$ cat src/rtl/core/plf_pkg.sv
// package for the palette fade unit: constants, types and codes
`timescale 1ns / 1ps
package plf_pkg;
  localparam int PaletteEntries = 256;
  localparam int ColorWidth = 24;
  localparam logic [7:0] OpaqueAlpha = 8'hFF;
  localparam logic [7:0] RangeStartReset = 8'd0;
  localparam logic [7:0] RangeEndReset = 8'd255;
  localparam logic [7:0] FadeStepsReset = 8'd30;

  typedef enum logic [1:0] {
    KIND_WR_SOURCE = 2'd0,
    KIND_WR_TARGET = 2'd1,
    KIND_SET_FRAME = 2'd2,
    KIND_LOOKUP    = 2'd3
  } kind_t;

  typedef enum logic [1:0] {
    CFG_RANGE_START = 2'd0,
    CFG_RANGE_END   = 2'd1,
    CFG_FADE_STEPS  = 2'd2,
    CFG_UNUSED      = 2'd3
  } cfg_index_t;

  typedef enum logic [1:0] {
    ST_IDLE,
    ST_READ,
    ST_DIVIDE,
    ST_OUTPUT
  } state_t;

  // control handed from sequencer to blend unit
  typedef struct packed {
    logic       start;
    logic       fade;
    logic [7:0] frame;
    logic [7:0] steps;
  } blend_ctrl_t;
endpackage

$ cat src/rtl/core/plf_seq.sv
// sequencer: accepts beats, tracks the frame, runs lookups through the blend unit
`timescale 1ns / 1ps
module plf_seq #(
  parameter int PaletteEntries = plf_pkg::PaletteEntries
) (
  input  logic                 clk,
  input  logic                 rst,
  input  logic                 in_valid,
  output logic                 in_stall,
  input  logic [1:0]           kind,
  input  logic [7:0]           entry_index,
  input  logic [7:0]           fade_frame,
  input  logic [7:0]           range_start,
  input  logic [7:0]           range_end,
  input  logic [7:0]           fade_steps,
  input  logic                 blend_done,
  output plf_pkg::blend_ctrl_t ctrl,
  output logic                 lookup_read,
  output logic                 out_valid,
  input  logic                 out_stall,
  output logic                 out_black
);
  import plf_pkg::*;

  state_t     state;
  state_t     state_next;
  logic [7:0] frame;
  logic [7:0] idx;
  logic       accept;
  logic       in_range;

  assign accept = in_valid && !in_stall;
  assign in_range = {24'd0, idx} < PaletteEntries;

  always_comb begin
    state_next = state;
    case (state)
      ST_IDLE: begin
        if (accept && kind_t'(kind) == KIND_LOOKUP) begin
          state_next = ST_READ;
        end
      end
      ST_READ: begin
        state_next = in_range ? ST_DIVIDE : ST_OUTPUT;
      end
      ST_DIVIDE: begin
        if (blend_done) begin
          state_next = ST_OUTPUT;
        end
      end
      ST_OUTPUT: begin
        if (!out_stall) begin
          state_next = ST_IDLE;
        end
      end
      default: state_next = ST_IDLE;
    endcase
  end

  always_comb begin
    in_stall = (state != ST_IDLE);
    out_valid = (state == ST_OUTPUT);
    lookup_read = (state == ST_READ);
    ctrl.start = (state == ST_READ) && in_range;
    ctrl.steps = fade_steps;
    ctrl.frame = (frame > fade_steps) ? fade_steps : frame;
    ctrl.fade = (fade_steps != 8'd0) && (idx >= range_start) && (idx <= range_end);
    out_black = !in_range;
  end

  always_ff @(posedge clk) begin
    if (rst) begin
      state <= ST_IDLE;
      frame <= '0;
    end else begin
      state <= state_next;
      if (accept && kind_t'(kind) == KIND_SET_FRAME) begin
        frame <= fade_frame;
      end
    end
  end

  always_ff @(posedge clk) begin
    if (accept) begin
      idx <= entry_index;
    end
  end

  a_no_out_idle: assert property (@(posedge clk) disable iff (rst)
      (state == ST_IDLE) |-> !out_valid)
    else $error("result shown while idle");
  a_hold_out: assert property (@(posedge clk) disable iff (rst)
      (out_valid && out_stall) |=> out_valid)
    else $error("stalled result dropped");
  a_stall_busy: assert property (@(posedge clk) disable iff (rst)
      ctrl.start |-> in_stall)
    else $error("input open during lookup");
endmodule

$ cat config.mk
export PLATFORM = sky130hd
export DESIGN_NAME = plf_seq
export DESIGN_NICKNAME = d
export VERILOG_FILES = /design/src/rtl/core/plf_pkg.sv /design/src/rtl/core/plf_seq.sv
export SDC_FILE = /design/constraint.sdc
export NUM_CORES = 1
export LEC_CHECK = 0
export BUFFER_PORTS_ARGS = -buffer_cell sky130_fd_sc_hd__buf_2
export CAP_MARGIN = 20
export CORE_ASPECT_RATIO = 1.4
export CORE_UTILIZATION = 50
export DETAILED_ROUTE_END_ITERATION = 8
export PLACE_DENSITY = 0.91
export SYNTH_ARGS = -nofsm -noshare
export SYNTH_HDL_FRONTEND = slang
export SYNTH_SLANG_ARGS = --single-unit
$ cat constraint.sdc
create_clock -name clk -period 4.8 [get_ports clk]
set_input_delay 0.48 -clock clk [delete_from_list [all_inputs] [get_ports clk]]
set_output_delay 0.48 -clock clk [all_outputs]
set_load 0.01 [all_outputs]
==> flow_metrics.py <==
metrics = {
    "die": {
        "fp.dieW_um": 48.0,
        "ios": 69,
        "fp.dieH_um": 66.4,
        "core.rowCount": 23,
        "start_util_pct": 51.9,
        "die-area_um2": 3180,
        "core-area_um2": 2850,
    },
    "placed_design": {
        "hpwl_mm": 2.53,
        "portBuffers": 67,
        "dp.cells": 259,
        "gp_congestion": 0.787,
    },
    "clocking": {
        "clkTransAtPathRegs_ns": 0.06,
        "tritoncts": "done",
        "htree_levels": 1,
        "clock_latency_ns": 0.25,
        "root_buffer": "clkbuf_8",
        "clock-sinks": 18,
        "ctsResizeCount": 0,
        "clk_path_buf_depth": 2,
        "post-cts-setup-buffer-count": 0,
        "numCtsBuffers": 3,
        "hold_buffers": 0,
    },
    "worst_setup_path": {
        "critPathMostFrequentCell": "buf_2",
        "worstPathArrival_ns": 2.24,
        "start_kind": "primary input",
        "r2r-end": "frame[5]$_SDFFE_PP0P_",
        "r2r_slack_ns": 3.07,
        "critPathCaptureType": "output pin",
        "critical_path.slowest_cell": "mux2_2",
        "r2r-start": "state[0]$_SDFFE_PP0P_",
        "worstPathMaxFanout": 8,
        "slowest_delay_ns": 0.40,
        "path_class": "primary input to output pin",
        "cp_data_required_time_ns": 4.32,
        "critical_path.cell_chain": "buf_2 -> inv_1 -> ha_1 -> nor2b_1 -> o211ai_2 -> a21oi_2 -> o31ai_4 -> mux2_2 -> buf_2",
        "reg2regPathDepth": 6,
    },
    "detailed_routing": {
        "drcViolationCount": 0,
        "avgRoutedWirePerCell_um": 11.3,
        "routed_via_density": 5.09,
        "vias": 1339,
        "dr.pass1.iters": 4,
        "ant_nets": 0,
        "drt_iter0_markers": 17,
        "postRouteWirelength_mm": 2.98,
    },
    "synth": {
        "ys_ff_latch": 18,
        "synthArstFlopShare_pct": 0,
        "netlist_instances": 167,
        "synth_nets": 243,
        "yosys_warnings": 0,
        "syn_avg_cell_area_um2": 8.86,
        "synth-edff-count": 8,
        "netlist_area_um2": 1480,
        "synth_ff_type": "dfxtp_1",
        "yosysSeqAreaShare_pct": 29.8,
        "synth_cell_types": 31,
    },
    "global_route": {
        "grt_pass1_vias": 1241,
        "grt_pass1_wl_mm": 4.66,
        "grt_util_all_layers_pct": 20.5,
        "antenna_found_initial": 0,
        "grt.overflow.total": 0,
        "grt_max_degree": 11,
    },
    "hold_path": {
        "whs_path_depth": 1,
        "min_from": "entry_index[1]",
        "hold-path-endpoint": "idx[1]$_DFFE_PP_",
        "min_path_type": "primary input to register",
    },
    "power": {
        "p_per_area_nw_per_um2": 297,
        "ir_drop_v": 0.000288,
        "total_power_mw": 0.541,
        "p_leak_nw": 0.988,
    },
    "timing": {
        "finalMaxSlewViolations": 0,
        "rsz0062_at_grt": "no",
        "finalClockSkew_ns": 0.00150,
        "finalSetupTns_ns": 0,
        "whs_ns": 0.404,
        "relSlewSlack_pct": 63.0,
        "finalCriticalPeriod_ns": 2.72,
        "tightest_slew_ns": 0.554,
        "setup_viol": 0,
        "fmax_mhz": 368,
        "hold_violations": 0,
        "period_share_pct": 56.6,
    },
    "final_layout": {
        "syn2layout_area_growth_pct": 23.3,
        "drive_gt1_share_pct": 36.3,
        "nets": 303,
        "antenna_cells": 0,
        "utilization_pct": 64.0,
        "final_cells": 263,
    },
    "flow_run": {
        "drv_cap": 0,
    },
    "outcome": {
        "status": "finished clean",
    },
}
## cells in the final DEF (no fill, tap or decap), types with 2 or more instances in the layout
| master | Yosys | routed |
|---|---|---|
| a211oi_1 | 3 | 3 |
| nor2_1 | 6 | 6 |
| nor4_1 | 2 | 2 |
| dfxtp_1 | 10 | 10 |
| nand4_1 | 3 | 3 |
| ha_1 | 29 | 29 |
| o21ai_0 | 5 | 5 |
| nand2_1 | 20 | 20 |
| buf_2 | 0 | 67 |
| inv_1 | 28 | 28 |
| clkbuf_8 | 0 | 3 |
| a21oi_1 | 16 | 16 |
| edfxtp_1 | 8 | 8 |
| nor2b_1 | 2 | 2 |
| mux2_2 | 8 | 8 |
## sequential cells by signal (all words and copies together), names as in the netlist
register / count
frame: 8
idx: 8
state: 2
## synth_stat cells, types with 2 or more instances
| library cell | number | area share, % |
|---|---|---|
| a211oi_1 | 3 | 1.5 |
| a21oi_1 | 16 | 5.4 |
| buf_4 | 10 | 5.1 |
| dfxtp_1 | 10 | 14 |
| edfxtp_1 | 8 | 16 |
| ha_1 | 29 | 25 |
| inv_1 | 28 | 7.1 |
| mux2_2 | 8 | 6.1 |
| nand2_1 | 20 | 5.1 |
| nand4_1 | 3 | 1.3 |
| nor2_1 | 6 | 1.5 |
| nor2b_1 | 2 | 0.85 |
| nor4_1 | 2 | 0.85 |
| o21ai_0 | 5 | 1.7 |
## metrics by stage
| step | instance area, um2 | setup WS, ns |
|---|---|---|
| floorplan | 1480 | 2.45 |
| global placement | 1780 | 2.12 |
| detailed placement | 1780 | 2.06 |
| CTS | 1820 | 2.06 |
| global route | 1820 | 1.95 |
| finish | 1820 | 2.08 |
## layer usage
layer  vias to the layer above  global-route usage, %  wire length, um
li1                        682                      -                -
met1                       610                   21.8             1190
met2                        41                   36.8             1610
met3                         6                   1.64              114
met4                         0                   11.8               63
met5                         -                      0                0
## worst max-delay path, delay by kind of cell
family                   cells  cell delay [ns]
multiplexers                 1             0.40
AND/OR/NAND/NOR              1             0.14
AO/OA/AOI/OAI                3             0.62
adder cells (fa/ha/maj)      1             0.30
buffers and inverters        3             0.30
## final cells by class
type / instances / area (um2)
Fill cell: 266 / 1030
Multi-Input combinational cell: 109 / 851
Clock buffer: 4 / 45.0
Inverter: 28 / 105
Tap cell: 37 / 46.3
Sequential cell: 18 / 440
Timing Repair Buffer: 67 / 335
## worst max-delay path by stage
stage,cells after the start,end,start,slack [ns]
2_1_floorplan,7,ctrl[10],fade_steps[1],2.45
3_3_place_gp,9,ctrl[10],fade_steps[1],2.12
3_5_place_dp,9,ctrl[10],fade_steps[1],2.06
4_1_cts,9,ctrl[10],fade_steps[1],2.06
5_1_grt,9,ctrl[15],fade_steps[1],1.95
6_report,9,ctrl[10],fade_steps[1],2.08
## cell families (layout without fill, tap and decap cells)
| kind of cell | Yosys count | count (layout) | share of synthesized area (%) |
|---|---|---|---|
| flops | 18 | 18 | 29.8 |
| buf+inv | 40 | 99 | 12.7 |
| mux | 8 | 8 | 6.09 |
| fa+ha+maj | 29 | 29 | 24.5 |
| simple gates | 39 | 39 | 12.3 |
| other cells | 1 | 1 | 0.254 |
| compound gates | 32 | 32 | 14.4 |
## report_power, final
group          internal, mW  switching (mW)  total, mW
combinational         0.101           0.125      0.226
clock                0.0588          0.0448      0.104
sequential            0.192          0.0192      0.211
total                 0.352           0.189      0.541
Power figures use the tool's default switching activity.
