===== src/rtl/core/plf_pkg.sv =====
// package for the palette fade unit: constants, types and codes
`timescale 1ns / 1ps
package plf_pkg;
  localparam int PaletteEntries = 256;
  localparam int ColorWidth = 24;
  localparam logic [7:0] OpaqueAlpha = 8'hFF;
  localparam logic [7:0] RangeStartReset = 8'd0;
  localparam logic [7:0] RangeEndReset = 8'd255;
  localparam logic [7:0] FadeStepsReset = 8'd30;

  typedef enum logic [1:0] {
    KIND_WR_SOURCE = 2'd0,
    KIND_WR_TARGET = 2'd1,
    KIND_SET_FRAME = 2'd2,
    KIND_LOOKUP    = 2'd3
  } kind_t;

  typedef enum logic [1:0] {
    CFG_RANGE_START = 2'd0,
    CFG_RANGE_END   = 2'd1,
    CFG_FADE_STEPS  = 2'd2,
    CFG_UNUSED      = 2'd3
  } cfg_index_t;

  typedef enum logic [1:0] {
    ST_IDLE,
    ST_READ,
    ST_DIVIDE,
    ST_OUTPUT
  } state_t;

  // control handed from sequencer to blend unit
  typedef struct packed {
    logic       start;
    logic       fade;
    logic [7:0] frame;
    logic [7:0] steps;
  } blend_ctrl_t;
endpackage


===== src/rtl/core/plf_blend.sv =====
// blend unit: three channels, each with its own restoring divider, one quotient bit a cycle
`timescale 1ns / 1ps
module plf_blend (
  input  logic                 clk,
  input  logic                 rst,
  input  plf_pkg::blend_ctrl_t ctrl,
  input  logic [23:0]          src,
  input  logic [23:0]          tgt,
  output logic                 done,
  output logic [23:0]          color
);
  import plf_pkg::*;

  // |delta| * frame fits 16 bits; divided by steps, quotient 16 bits
  logic [15:0] num [3];
  logic [15:0] quo [3];
  logic [8:0]  rem [3];
  logic [2:0]  neg;
  logic [7:0]  base [3];
  logic [7:0]  steps;
  logic        fade;
  logic [4:0]  count;
  logic        busy;
  logic [8:0]  trial [3];
  logic [23:0] mixed;

  always_comb begin
    for (int c = 0; c < 3; c++) begin
      trial[c] = {rem[c][7:0], num[c][15]};
    end
    for (int c = 0; c < 3; c++) begin
      if (neg[c]) begin
        mixed[c*8 +: 8] = base[c] - quo[c][7:0];
      end else begin
        mixed[c*8 +: 8] = base[c] + quo[c][7:0];
      end
    end
  end

  always_ff @(posedge clk) begin
    if (rst) begin
      busy <= 1'b0;
      done <= 1'b0;
      count <= '0;
    end else begin
      done <= 1'b0;
      if (ctrl.start) begin
        busy <= 1'b1;
        count <= 5'd16;
      end else if (busy) begin
        count <= count - 5'd1;
        if (count == 5'd1) begin
          busy <= 1'b0;
          done <= 1'b1;
        end
      end
    end
  end

  always_ff @(posedge clk) begin
    if (ctrl.start) begin
      steps <= ctrl.steps;
      fade <= ctrl.fade;
      for (int c = 0; c < 3; c++) begin
        logic [7:0] s;
        logic [7:0] t;
        logic [7:0] mag;
        s = src[c*8 +: 8];
        t = tgt[c*8 +: 8];
        mag = (t >= s) ? t - s : s - t;
        neg[c] <= (t < s);
        base[c] <= s;
        num[c] <= mag * ctrl.frame;
        rem[c] <= '0;
        quo[c] <= '0;
      end
    end else if (busy) begin
      for (int c = 0; c < 3; c++) begin
        num[c] <= {num[c][14:0], 1'b0};
        if (trial[c] >= {1'b0, steps}) begin
          rem[c] <= trial[c] - {1'b0, steps};
          quo[c] <= {quo[c][14:0], 1'b1};
        end else begin
          rem[c] <= trial[c];
          quo[c] <= {quo[c][14:0], 1'b0};
        end
      end
    end
  end

  assign color = fade ? mixed : {base[2], base[1], base[0]};

  a_done_idle: assert property (@(posedge clk) disable iff (rst) done |-> !busy)
    else $error("blend done while still busy");
  a_start_idle: assert property (@(posedge clk) disable iff (rst) ctrl.start |-> !busy)
    else $error("blend restarted while busy");
  a_done_pulse: assert property (@(posedge clk) disable iff (rst) done |=> !done)
    else $error("done held longer than one cycle");
endmodule


===== config.mk =====
export PLATFORM = sky130hd
export DESIGN_NAME = plf_blend
export DESIGN_NICKNAME = d
export VERILOG_FILES = /design/src/rtl/core/plf_pkg.sv /design/src/rtl/core/plf_blend.sv
export SDC_FILE = /design/constraint.sdc
export NUM_CORES = 1
export LEC_CHECK = 0
export BUFFER_PORTS_ARGS = -buffer_cell sky130_fd_sc_hd__buf_4
export CAP_MARGIN = 20
export CELL_PAD_IN_SITES_DETAIL_PLACEMENT = 1
export CELL_PAD_IN_SITES_GLOBAL_PLACEMENT = 2
export CORE_ASPECT_RATIO = 0.9
export CORE_MARGIN = 1
export CORE_UTILIZATION = 40
export DETAILED_ROUTE_END_ITERATION = 16
export PLACE_DENSITY = 0.91
export SLEW_MARGIN = 20
export SYNTH_ARGS = -nofsm -noshare
export SYNTH_HDL_FRONTEND = slang
export SYNTH_SLANG_ARGS = --single-unit

===== constraint.sdc =====
create_clock -name clk -period 8.3 [get_ports clk]
set_clock_uncertainty 0.1 [all_clocks]
set_input_delay 0.83 -clock clk [delete_from_list [all_inputs] [get_ports clk]]
set_output_delay 0.83 -clock clk [all_outputs]
set_load 0.1 [all_outputs]

==> flow_metrics.tcl, run 1 <==
set metrics [dict create \
    syn_area_sq_um 17600 \
    overflow 0 \
    critPathTopFamily "adder cells" \
    status "finished clean" \
    synth_cells 1963 \
    root_buffer "clkbuf_16" \
    dp_slack_ps 680 \
    ant_nets 0 \
    r2r-start "busy" \
    die_width_microns 223 \
    drc_errors 0 \
    gp_congestion 0.850 \
    antenna_cells 0 \
    min_period_ps 7330 \
    fmax_mhz 136 \
    grt_pass1_vias 15585 \
    avgSynthCellArea_sq_um 8.96 \
    synthArstFlopShare 0 \
    clockBufferDepth 2 \
    synth_edf_count 131 \
    h-tree-depth 4 \
    min_path_type "flip-flop to flip-flop" \
    ios 93 \
    hold_end "num[0][17]" \
    cts_tree "built" \
    tightest_slew_ps 979 \
    port_buffers 92 \
    power_per_cell_area_nw_per_um2 348 \
    layout.nets 2393 \
    synth_top_flop_cell "edfxtp_1" \
    r2r_slack_ps 4860 \
    end_kind "flip-flop" \
    critical_path_class "input pin to flip-flop" \
    clk_latency_ps 490 \
    yosysWarningCount 0 \
    rows 72 \
    path_cells "buf_4 > inv_1 > ha_1 > and4_1 > a211oi_2 > o21bai_2 > mux2i_1 > xnor2_1 > and2_1 > fa_1 > ha_1 > inv_1 > fa_1 > fa_1 > inv_1 > ha_1 > o21ai_0 > a21oi_1 > o2111ai_1 > o211ai_1 > nand4_1 > or3b_2" \
    wire_per_inst_microns 18.5 \
    post-route-period-util 0.883 \
    reg2reg_to "rem[0][4]" \
    hp-start "num[0][16]" \
    postLayoutCellArea_sq_um 19300 \
    die_y_microns 201 \
    critPathMaxFanout 15 \
    final_common_cell "inv_1" \
    ys_types 76 \
    p_leak_uw 0.00851 \
    num_vias 14532 \
    initial_core_util 0.407 \
    setup_viol 0 \
    cts-hold-fix-buffers 0 \
    grtUsageTotal 0.220 \
    synth_area_leader_cell "edfxtp_1" \
    peakVddDrop_mv 0.312 \
    dr.pass1.iters 5 \
    ff2ff_path_depth 6 \
    post_cts_resized 0 \
    cts_setup_buffers 0 \
    fin_ws_ps 968 \
    cp_num_buf_inv 4 \
    syn_nets 2354 \
    maxCapViolations 0 \
    dp.final_hpwl_microns 35600 \
    relSlewSlack 0.347 \
    die_area_sq_um 44800 \
    ys_seq_elements 139 \
    crit_path_start_kind "input pin" \
    rsz0062_at_grt "false" \
    cts_buffers 17 \
    area_growth_pct 9.58 \
    layout-drive-gt1-share 0.0988 \
    grt_max_degree 76 \
    hold_depth 2 \
    power_uw 6700 \
    crit_path_top_delay_cell "xnor2_1" \
    clock_sinks 139 \
    fin_util 0.446 \
    viasPerCell 5.65 \
    cp.arrival_ps 7460 \
    synth_seq_area_share 0.233 \
    core-area_sq_um 43200 \
    fin_tns_setup_ps 0 \
    required_ps 8430 \
    synth.area.top_cells "edfxtp_1 22%, ha_1 14%, fa_1 14%" \
    yosysTopAreaCellShare 0.224 \
    grt_first_pass_wirelength_microns 79100 \
    slew_violations 0 \
    place_area_sq_um 18700 \
    wl_microns 47500 \
    max_stage_delay_ps 720 \
    path_clk_slew_ps 70 \
    timing.final.hold_violations 0 \
    antenna_found_initial 0 \
    drt_iter0_markers 785 \
    layout_common_cells "229 x inv_1, 203 x ha_1, 131 x edfxtp_1" \
]
## synth_stat cells (all sizes together), types with 3 or more instances
master / instances
xor2: 23
buf: 25
nand4: 97
o2111ai: 4
a2111oi: 3
o21bai: 12
a31oi: 9
a21oi: 104
a21boi: 5
a311oi: 3
nor4: 15
or2: 6
clkbuf: 65
mux2: 16
dfxtp: 8
nand3: 77
and4: 5
nor2b: 92
a21o: 32
nor3b: 3
nand2b: 31
o31a: 4
o31ai: 11
edfxtp: 131
fa: 120
nand2: 102
mux2i: 19
and3: 7
a211oi: 26
o21a: 27
and2b: 5
nor3: 68
xnor2: 65
and2: 105
inv: 229
ha: 203
o21ai: 71
o32ai: 4
o211ai: 3
nor2: 101
and3b: 6
## how the worst max path moves through the flow
stage	start	end	slack (ps)	cells past startpoint
3_3_place_gp	src[16]	num[0][43]	890	24
2_1_floorplan	tgt[16]	num[0][43]	1630	26
5_1_grt	src[0]	num[0][13]	700	22
6_report	src[0]	num[0][15]	970	22
3_5_place_dp	src[0]	num[0][15]	680	22
4_1_cts	src[0]	num[0][15]	1090	22
## power breakdown
group	switching, uW	internal, uW
clock network	366	392
registers	72.7	1070
logic	2810	1990
## kinds of logic after synthesis
logic type | count (synthesis) | share of synthesized area
simple gates | 727 | 0.223
compound gates | 332 | 0.121
fa+ha+maj | 323 | 0.281
buf+inv | 319 | 0.0722
flops | 139 | 0.233
xor+xnor | 88 | 0.0468
mux | 35 | 0.0226
## flip-flops by register name (all words and copies together) (netlist names)
signal and cells:
neg 3, done 1, base 24, num 48
fade 1, count 5, busy 1, steps 8
rem 24, quo 24
## cell type report
cell class | instances | area [sq um]
multi-input combinational | 1505 | 12200
inverter | 229 | 860
tap | 555 | 694
fill | 4997 | 23900
clock inverter | 15 | 131
timing repair buffer | 110 | 826
sequential | 139 | 4090
clock buffer | 17 | 425
## metrics by stage
| step | hold WS (ps) | std cells |
|---|---|---|
| 3_5_place_dp | 398 | 2537 |
| 3_3_place_gp | 393 | 2537 |
| 2_1_floorplan | 377 | 1963 |
| 4_1_cts | 380 | 2569 |
| 6_report | 409 | 2570 |
| 5_1_grt | 388 | 2570 |
## worst min-delay path, cell delays in order, from the launching register on
cell and delay, ps:
edfxtp_1 320, nand2_1 40, nand2_1 40
## layer usage
| metal | share of wire | global-route usage | wire length, microns | vias to the layer above |
|---|---|---|---|---|
| met5 | 0 | 0 | 0 | - |
| met4 | 0.020 | 0.0798 | 972 | 0 |
| li1 | - | - | - | 6891 |
| met2 | 0.49 | 0.371 | 23500 | 237 |
| met3 | 0.029 | 0.0340 | 1360 | 64 |
| met1 | 0.46 | 0.285 | 21700 | 7340 |
Note: power is estimated with default switching activity, not from simulation.
==> inputs of run 2 (changes only) <==
- HOLD_SLACK_MARGIN: default -> 0.08
- clock period: 8.3 -> 7.25 ns (I/O delays scaled with it)
==> run 2 against run 1 <==
Clock-buffer cell count rose by 3; clock power rose by 13%; largest cell class unchanged; sequential cell count unchanged; worst setup slack worse by 360 ps; via count up 0.23%.
==> flow_metrics.tcl, run 2 (same netlist as run 1, synthesis figures left out) <==
set metrics [dict create \
    die_width_microns 223 \
    fin_ws_ps 609 \
    path_clk_slew_ps 70 \
    cts_tree "built" \
    power_per_cell_area_nw_per_um2 394 \
    holdWs_ps 317 \
    antenna_found_initial 0 \
    p_leak_uw 0.00858 \
    n_fill_cell 5035 \
    slew_violations 0 \
    cts_setup_buffers 0 \
    top_usage_layer "met2" \
    dp_slack_ps 129 \
    r2r_slack_ps 4220 \
    fmax_mhz 151 \
    dr.pass1.iters 5 \
    cts-hold-fix-buffers 0 \
    peakVddDrop_mv 0.321 \
    root_buffer "clkbuf_16" \
    wl_microns 46800 \
    layout-drive-gt1-share 0.106 \
    port_buffers 92 \
    post-route-period-util 0.916 \
    viasPerCell 5.63 \
    initial_core_util 0.407 \
    min_period_ps 6640 \
    rows 72 \
    die_y_microns 201 \
    required_ps 7390 \
    largest_reg_flops 48 \
    post_cts_resized 0 \
    drt_iter0_markers 693 \
    grt_first_pass_wirelength_microns 78300 \
    end_kind "flip-flop" \
    crit_path_start_kind "input pin" \
    status "finished clean" \
    regMostFlops "num" \
    clockBufferDepth 2 \
    layout.nets 2412 \
    core-area_sq_um 43200 \
    h-tree-depth 4 \
    die_area_sq_um 44800 \
    cp_num_buf_inv 7 \
    maxCapViolations 0 \
    final_common_cell "inv_1" \
    grt_pass1_vias 15576 \
    dp.final_hpwl_microns 36100 \
    num_vias 14566 \
    wire_per_inst_microns 18.1 \
    grtUsageTotal 0.217 \
    gp_congestion 0.861 \
    tightest_slew_ps 925 \
    cp.arrival_ps 6780 \
    ant_nets 0 \
    drc_errors 0 \
    postLayoutCellArea_sq_um 19400 \
    crit_top_cell "inv_1" \
    max_stage_delay_ps 560 \
    relSlewSlack 0.384 \
    place_area_sq_um 18800 \
    critPathTopFamily "adder cells" \
    area_growth_pct 10.4 \
    power_uw 7640 \
    rsz0062_at_grt "false" \
    grt_max_degree 76 \
    layout_common_cells "229 x inv_1, 203 x ha_1, 131 x edfxtp_1" \
    cts_buffers 17 \
    gr-usage-met3 0.0369 \
    critical_path_class "input pin to flip-flop" \
    critPathMaxFanout 8 \
    setup_viol 0 \
    overflow 0 \
    clk_latency_ps 480 \
    ios 93 \
    gr-usage-met2 0.370 \
    crit_path_top_delay_cell "fa_1" \
    antenna_cells 0 \
    min_path_type "input pin to flip-flop" \
    clock_sinks 139 \
    timing.final.hold_violations 0 \
    fin_tns_setup_ps 0 \
    grt_use_met1 0.281 \
]
-- run 2: layer usage --
layer | vias to the layer above | share of wire
li1 | 6951 | -
met1 | 7337 | 0.46
met2 | 226 | 0.49
met3 | 52 | 0.033
met4 | 0 | 0.015
met5 | - | 0
-- run 2: worst paths after layout --
check / startpoint / end / depth (start not counted)
max: tgt[16] / num[0][43] / 26
min: ctrl[0] / steps[0] / 1
max reg2reg: steps[1] / rem[0][4] / 7
min reg2reg: num[0][2] / num[0][3] / 2
-- run 2: where the power goes --
| part | switching, uW | internal, uW |
|---|---|---|
| Clock | 383 | 475 |
| Sequential | 81.8 | 1230 |
| Combinational | 3190 | 2290 |
-- run 2: layout make-up --
type	count	area [sq um]	share of cell area
clock buffer	20	437	0.0225
clock inverter	12	120	0.00619
inverter	229	860	0.0443
multi-input combinational	1505	12200	0.630
sequential	139	4090	0.211
tap	555	694	0.0358
timing repair buffer	129	966	0.0498
-- run 2: per-stage QoR --
step,cells,utilization
final,2589,0.450
after global routing,2589,0.450
after CTS,2588,0.450
after detailed placement,2556,0.437
after global placement,2556,0.437
after floorplan,1963,-
